`src/rtl/ierr_pkg.sv`:
```
// ---------------------------------------------------------------------------
// ierr_pkg
// Shared types, constants and helpers for the ICMP echo reply rewriter.
// ---------------------------------------------------------------------------
package ierr_pkg;

    localparam logic [7:0] ECHO_REQUEST_TYPE = 8'd8;
    localparam int         HEADER_BYTES      = 4;
    localparam int         RESULT_Q_DEPTH    = 4;   // must be 3 or more

    typedef enum logic [1:0] {
        VERDICT_OK       = 2'd0,
        VERDICT_CSUM_ERR = 2'd1,
        VERDICT_NOT_ECHO = 2'd2,
        VERDICT_SHORT    = 2'd3
    } verdict_t;

    typedef struct packed {
        logic [7:0] reply_byte;
        logic       reply_final;
        verdict_t   verdict;
    } result_t;

    // up to two results produced by one input beat
    typedef struct packed {
        logic [1:0] count;
        result_t    first;
        result_t    second;
    } push_t;

    // 16-bit ones-complement add with end-around carry
    function automatic logic [15:0] oc_add(input logic [15:0] a, input logic [15:0] b);
        logic [16:0] s;
        s = {1'b0, a} + {1'b0, b};
        return s[15:0] + {15'b0, s[16]};
    endfunction

endpackage

```
`src/rtl/ierr_proc.sv`:
```
// ---------------------------------------------------------------------------
// ierr_proc
// Per-byte header rewrite, checksum update and running sum check.
// ---------------------------------------------------------------------------
module ierr_proc
(
    input  logic                 clk,
    input  logic                 rst_n,
    input  logic                 advance,
    input  logic [7:0]           data_byte,
    input  logic                 is_final,
    output ierr_pkg::push_t      push
);
    import ierr_pkg::*;

    localparam logic [2:0] POS_TYPE    = 3'd0;
    localparam logic [2:0] POS_CODE    = 3'd1;
    localparam logic [2:0] POS_CSUM_HI = 3'd2;
    localparam logic [2:0] POS_CSUM_LO = 3'd3;
    localparam logic [2:0] POS_SAT     = 3'(HEADER_BYTES);

    logic [2:0]  pos_reg;
    logic        odd_reg;
    logic [15:0] sum_reg;
    logic [7:0]  type_reg;
    logic [7:0]  code_reg;
    logic [7:0]  held_reg;

    logic [15:0] sum_next;
    logic [15:0] hc;
    logic [15:0] mc;
    logic [15:0] upd;
    logic [15:0] new_csum;
    verdict_t    verdict;

    always_comb
    begin
        sum_next = oc_add(sum_reg, odd_reg ? {8'h00, data_byte} : {data_byte, 8'h00});
        hc       = {held_reg, data_byte};
        mc       = {type_reg, code_reg};
        upd      = oc_add(~hc, ~mc);
        new_csum = ~upd;

        // priority: short, bad checksum, not a request
        if (pos_reg < POS_CSUM_LO)
            verdict = VERDICT_SHORT;
        else if (sum_next != 16'hFFFF)
            verdict = VERDICT_CSUM_ERR;
        else if (type_reg != ECHO_REQUEST_TYPE)
            verdict = VERDICT_NOT_ECHO;
        else
            verdict = VERDICT_OK;

        push        = '0;
        push.first  = '{reply_byte: data_byte, reply_final: 1'b0, verdict: VERDICT_OK};
        push.second = '{reply_byte: data_byte, reply_final: 1'b0, verdict: VERDICT_OK};

        case (pos_reg) inside
            POS_TYPE, POS_CODE:
            begin
                push.count            = 2'd1;
                push.first.reply_byte = 8'h00;   // reply type and code are zero
            end
            POS_CSUM_HI:
            begin
                // held until the low byte arrives, unless message ends here
                push.count            = is_final ? 2'd1 : 2'd0;
                push.first.reply_byte = 8'h00;
            end
            POS_CSUM_LO:
            begin
                push.count             = 2'd2;
                push.first.reply_byte  = new_csum[15:8];
                push.second.reply_byte = new_csum[7:0];
            end
            default:
            begin
                push.count = 2'd1;
            end
        endcase

        if (is_final)
        begin
            if (push.count == 2'd2)
            begin
                push.second.reply_final = 1'b1;
                push.second.verdict     = verdict;
            end
            else
            begin
                push.first.reply_final = 1'b1;
                push.first.verdict     = verdict;
            end
        end
    end

    always_ff @(posedge clk or negedge rst_n)
    begin
        if (!rst_n)
        begin
            pos_reg  <= '0;
            odd_reg  <= 1'b0;
            sum_reg  <= '0;
            type_reg <= '0;
            code_reg <= '0;
            held_reg <= '0;
        end
        else if (advance)
        begin
            if (is_final)
            begin
                pos_reg  <= '0;
                odd_reg  <= 1'b0;
                sum_reg  <= '0;
                type_reg <= '0;
                code_reg <= '0;
                held_reg <= '0;
            end
            else
            begin
                sum_reg <= sum_next;
                odd_reg <= ~odd_reg;
                if (pos_reg < POS_SAT)
                    pos_reg <= pos_reg + 3'd1;
                if (pos_reg == POS_TYPE)
                    type_reg <= data_byte;
                if (pos_reg == POS_CODE)
                    code_reg <= data_byte;
                if (pos_reg == POS_CSUM_HI)
                    held_reg <= data_byte;
            end
        end
    end

endmodule

```
`src/rtl/ierr_fifo.sv`:
```
// ---------------------------------------------------------------------------
// ierr_fifo
// Result queue: up to two results in a cycle, one out a cycle unless stalled.
// ---------------------------------------------------------------------------
module ierr_fifo
#(
    parameter int DEPTH = ierr_pkg::RESULT_Q_DEPTH
)
(
    input  logic              clk,
    input  logic              rst_n,
    input  logic              push_en,
    input  ierr_pkg::push_t   push,
    output logic              space,
    output logic              out_valid,
    input  logic              out_stall,
    output ierr_pkg::result_t head
);
    import ierr_pkg::*;

    localparam int PTR_W = $clog2(DEPTH);
    localparam int CNT_W = $clog2(DEPTH + 1);

    result_t            mem [DEPTH];
    logic [PTR_W-1:0]   wr_ptr_reg;
    logic [PTR_W-1:0]   rd_ptr_reg;
    logic [CNT_W-1:0]   count_reg;
    logic [PTR_W-1:0]   wr_ptr_next;
    logic [PTR_W-1:0]   rd_ptr_next;
    logic [CNT_W-1:0]   count_next;
    logic [PTR_W-1:0]   wr_ptr_p1;
    logic [1:0]         n_push;
    logic               pop;

    function automatic logic [PTR_W-1:0] ptr_inc(input logic [PTR_W-1:0] p);
        return (p == PTR_W'(DEPTH - 1)) ? '0 : p + 1'b1;
    endfunction

    assign space     = (count_reg <= CNT_W'(DEPTH - 2));
    assign out_valid = (count_reg != '0);
    assign head      = mem[rd_ptr_reg];
    assign pop       = out_valid && !out_stall;
    assign n_push    = push_en ? push.count : 2'd0;
    assign wr_ptr_p1 = ptr_inc(wr_ptr_reg);

    always_comb
    begin
        case (n_push)
            2'd1:    wr_ptr_next = wr_ptr_p1;
            2'd2:    wr_ptr_next = ptr_inc(wr_ptr_p1);
            default: wr_ptr_next = wr_ptr_reg;
        endcase
        rd_ptr_next = pop ? ptr_inc(rd_ptr_reg) : rd_ptr_reg;
        count_next  = count_reg + CNT_W'(n_push) - CNT_W'(pop);
    end

    always_ff @(posedge clk or negedge rst_n)
    begin
        if (!rst_n)
        begin
            wr_ptr_reg <= '0;
            rd_ptr_reg <= '0;
            count_reg  <= '0;
        end
        else
        begin
            wr_ptr_reg <= wr_ptr_next;
            rd_ptr_reg <= rd_ptr_next;
            count_reg  <= count_next;
        end
    end

    always_ff @(posedge clk)
    begin
        if (n_push != 2'd0)
            mem[wr_ptr_reg] <= push.first;
        if (n_push == 2'd2)
            mem[wr_ptr_p1] <= push.second;
    end

endmodule

```
`src/rtl/icmp_echo_reply_rewriter.sv`:
```
// ---------------------------------------------------------------------------
// icmp_echo_reply_rewriter
// Turns a received ICMP echo request, one byte per beat, into the echo reply
// byte stream with an incrementally updated checksum and a final verdict.
// ---------------------------------------------------------------------------
// Usage: feed the ICMP message one byte per beat, is_final on the last byte.
// Each input beat yields one reply beat, except that the received checksum
// high byte (byte 2) yields nothing unless final and byte 3 yields both new
// checksum bytes, so a message of four bytes or more gives as many reply
// beats as it has bytes. The reply has type 0, code 0, a checksum updated
// for the zeroed type/code word, and bytes 4 on copied verbatim. The beat with
// reply_final carries the verdict: 0 reply valid, 1 checksum error
// (ones-complement sum of the whole message, odd tail padded with zero, is
// not 0xFFFF), 2 not an echo request, 3 shorter than four bytes; verdict
// reads 0 on other beats. Non-request messages are still rewritten; drop
// them on verdict 2. Throughput is one byte per clock sustained, input and
// output both, while the output is not stalled; an accepted byte passes the
// input register, then a four-entry result queue, before its first reply
// beat. The queue takes a byte from the input register only while it has
// two free entries, since byte 3 pushes two results at once; that is the
// only source of input stall besides a stalled output.
// ---------------------------------------------------------------------------
module icmp_echo_reply_rewriter
#(
    parameter int RESULT_Q_DEPTH = ierr_pkg::RESULT_Q_DEPTH
)
(
    input  logic       clk,
    input  logic       rst_n,

    input  logic       in_valid,
    output logic       in_stall,
    input  logic [7:0] data_byte,
    input  logic       is_final,

    output logic       out_valid,
    input  logic       out_stall,
    output logic [7:0] reply_byte,
    output logic       reply_final,
    output logic [1:0] verdict
);
    import ierr_pkg::*;

    // input register
    logic       in_valid_reg;
    logic       in_valid_next;
    logic [7:0] data_reg;
    logic       final_reg;

    logic       q_space;
    logic       advance;
    logic       accept;
    push_t      push;
    result_t    head;

    // registered item moves into the queue when two entries are free
    assign advance  = in_valid_reg && q_space;
    assign in_stall = in_valid_reg && !q_space;
    assign accept   = in_valid && !in_stall;

    always_comb
    begin
        if (accept)
            in_valid_next = 1'b1;
        else if (advance)
            in_valid_next = 1'b0;
        else
            in_valid_next = in_valid_reg;
    end

    always_ff @(posedge clk or negedge rst_n)
    begin
        if (!rst_n)
            in_valid_reg <= 1'b0;
        else
            in_valid_reg <= in_valid_next;
    end

    always_ff @(posedge clk)
    begin
        if (accept)
        begin
            data_reg  <= data_byte;
            final_reg <= is_final;
        end
    end

    // header rewrite and checksum logic
    ierr_proc u_proc
    (
        .clk       (clk),
        .rst_n     (rst_n),
        .advance   (advance),
        .data_byte (data_reg),
        .is_final  (final_reg),
        .push      (push)
    );

    // result queue doubles as the output register
    ierr_fifo #(.DEPTH(RESULT_Q_DEPTH)) u_fifo
    (
        .clk       (clk),
        .rst_n     (rst_n),
        .push_en   (advance),
        .push      (push),
        .space     (q_space),
        .out_valid (out_valid),
        .out_stall (out_stall),
        .head      (head)
    );

    assign reply_byte  = head.reply_byte;
    assign reply_final = head.reply_final;
    assign verdict     = head.verdict;

endmodule

```
`config.mk`:
```
export PLATFORM = sky130hd
export DESIGN_NAME = icmp_echo_reply_rewriter
export DESIGN_NICKNAME = d
export VERILOG_FILES = /design/src/rtl/ierr_pkg.sv /design/src/rtl/ierr_proc.sv /design/src/rtl/ierr_fifo.sv /design/src/rtl/icmp_echo_reply_rewriter.sv
export SDC_FILE = /design/constraint.sdc
export NUM_CORES = 1
export LEC_CHECK = 0
export BUFFER_PORTS_ARGS = -buffer_cell sky130_fd_sc_hd__buf_2
export CAP_MARGIN = 20
export CORE_MARGIN = 2
export CORE_UTILIZATION = 40
export DETAILED_ROUTE_END_ITERATION = 12
export GPL_ROUTABILITY_DRIVEN = 0
export PLACE_DENSITY = 0.65
export SETUP_SLACK_MARGIN = 0.2
export SLEW_MARGIN = 40
export SYNTH_ARGS = -nofsm -noshare
export SYNTH_HDL_FRONTEND = slang
export SYNTH_HIERARCHICAL = 1
export SYNTH_SLANG_ARGS = --single-unit
```
`constraint.sdc`:
```
create_clock -name clk -period 6.14 [get_ports clk]
set_input_delay 0.614 -clock clk [delete_from_list [all_inputs] [get_ports clk]]
set_output_delay 0.614 -clock clk [all_outputs]
set_load 0.005 [all_outputs]
```
==> reports/results.ini <==
[setup_path]
reg2reg_setup_slack_ns=0.57
reg2reg_to=u_fifo/mem[0][0]
cp-start-kind=flip-flop
r2r_start=data_reg[0]
criticalPathCategory=reg2reg
crit_required_ns=6.25
endpoint_kind=flip-flop
critPathArrivalTime_ns=5.68
path_max_fanout=7
ff2ff_path_depth=25

[cells_and_area]
multiInputGateArea_sq_um=4380
layout-drive-gt1-share=0.184
syn2layout_area_growth_pct=9.26
largest_reg_flops=44
layout_commonest_cell=inv_1
layoutNonFillerInstCount=1015
fill_cells=1781
fin_util=0.446
final_cell_mix=76 x inv_1, 53 x edfxtp_1, 52 x ha_1
antenna_cells=0
nets=844
regArea_sq_um=2890
finalInstanceArea_sq_um=8370

[timing]
fin_skew_ns=0.00772
tightest_slew_ns=0.819
finalCriticalPeriod_ns=5.57
setup_slack_ns=0.568
holdWs_ns=0.376
relSlewSlack=0.450
rsz0062_at_grt=no
fmax_ghz=0.179
fin_setup_tns_ns=0
hold_viol_final=0
setup-violations-final=0
drv_slew=0
fin_crit_sh=0.907

[clocking]
worst_skew_pair.late_latency_ns=0.36
cts-root-buf=clkbuf_16
cts_buffers=9
cts_buffer_depth=2
clock_sinks=105
cts_hold_buf=0
cts_tree=yes
htreeDepth=3
clkTransAtPathRegs_ns=0.08

[die]
die_width_um=142
fp.dieArea_sq_um=20300
core_area_sq_um=18800
die_h_um=142
fp-row-count=50
num_io_pins=26
start_util=0.408

[global_routing]
grt_pass1_wl_um=28900
grtUsageTotal=0.183
grt_pass1_vias=5547
antenna_found_initial=0
grt_max_degree=53
grt-ovfl-total=0

[route]
avgViaCountPerCell=5.60
drc=0
wl_um=18000
drtIter0Drc=405
vias=5681
detail-route-antenna-nets=0
dr.pass1.iters=5
wl_per_cell_um=17.7

[pwr]
vdd_drop_max_mv=0.356
p_leak_nw=3.47
total_power_mw=4.42
powerDensity_nw_per_um2=528

[synthesis]
yosysUniqueCellTypes=85
synth_area_leader_cell=edfxtp_1
syn_avg_cell_area_sq_um=10.2
yosys_warnings=6
synth_cells=754
synth_edf_count=53
ys_ff_latch=105
synth.top_cell.area_share=0.208
seq_area_frac_synth=0.378
ys_top_cells_by_area=edfxtp_1 21%, dfrtp_1 17%, ha_1 8.5%, mux2_2 6.6%, inv_1 3.7%
netlist_area_sq_um=7660
synthArstFlopShare=0.495
synth_top_flop_cell=edfxtp_1
synth_nets=822

[placement]
io_buffer_count=25
dp_cells=997
dp_slack_ns=0.600
placed_area_sq_um=8050
dp_hpwl_um=13100

[hold_path]
worstHoldPathType=in2async

[outcome]
status=complete, no violations

[job]
cap_viol_max_count=0

## routing by layer
metal	GRT usage	up-vias	share of wire
li1	-	2797	-
met1	0.262	2704	0.47
met2	0.280	149	0.45
met3	0.0343	31	0.053
met4	0.0604	0	0.022
met5	0	-	0
## synth_stat cells, types with 14 or more instances
| cell type | count |
|---|---|
| a21oi_1 | 32 |
| edfxtp_1 | 53 |
| xor2_1 | 14 |
| o21ai_0 | 34 |
| nor2_1 | 41 |
| nand2_1 | 44 |
| ha_1 | 52 |
| inv_1 | 76 |
| dfrtp_1 | 52 |
| xnor2_1 | 30 |
| mux2_2 | 45 |
| o22ai_1 | 19 |
| nand3_1 | 20 |
| clkbuf_1 | 16 |
## how the worst max path moves through the flow
stage	startpoint	end	slack (ns)
after floorplan	u_proc/odd_reg	u_fifo/mem[0][0]	0.70
after global placement	data_reg[0]	u_fifo/mem[1][0]	0.69
after detailed placement	data_reg[0]	u_fifo/mem[0][0]	0.60
after CTS	data_reg[0]	u_fifo/mem[0][0]	0.54
after global routing	data_reg[0]	u_fifo/mem[0][0]	0.13
final	data_reg[0]	u_fifo/mem[0][0]	0.57
## cell families (layout without fill, tap and decap cells)
logic type / count (synthesis) / after routing / synth area share
compound gates: 183 / 183 / 0.164
xor+xnor: 47 / 47 / 0.0590
fa+ha+maj: 55 / 55 / 0.0928
buf+inv: 104 / 131 / 0.0528
flops: 105 / 105 / 0.378
mux: 66 / 66 / 0.113
simple gates: 194 / 194 / 0.141
## cell type report
type / count / share of cell area
Multi-Input combinational cell: 545 / 0.523
Sequential cell: 105 / 0.346
Tap cell: 234 / 0.0350
Inverter: 77 / 0.0345
Clock buffer: 9 / 0.0269
Timing Repair Buffer: 38 / 0.0266
Clock inverter: 7 / 0.00777
## repair_timing
action / in CTS / in global routing
setup endpoints to repair: 0 / 8
setup buffers: 0 / 2
gates resized for setup: 0 / 3
## worst max-delay path, cell delays in order (launching register included)
cell,delay (ns)
edfxtp_1,0.42
and2_1,0.16
ha_1,0.24
inv_1,0.08
fa_1,0.42
nor2b_2,0.19
o31a_1,0.14
buf_4,0.17
o21ai_0,0.10
o2111ai_1,0.21
a21oi_1,0.13
nor2b_1,0.11
o21ai_0,0.08
nand2b_1,0.09
ha_1,0.17
ha_1,0.19
nand2_1,0.12
nor3_2,0.23
nor3b_4,0.29
nand3_2,0.15
or3_4,0.39
or3_1,0.40
a21oi_2,0.16
o2111ai_2,0.17
o21a_1,0.26
mux2_2,0.27
## power by group
group	switching [mW]	internal (mW)	total (mW)
Combinational	1.50	1.15	2.66
Clock	0.281	0.284	0.565
Sequential	0.180	1.02	1.20
Total	1.97	2.46	4.42
Power figures use the tool's default switching activity.
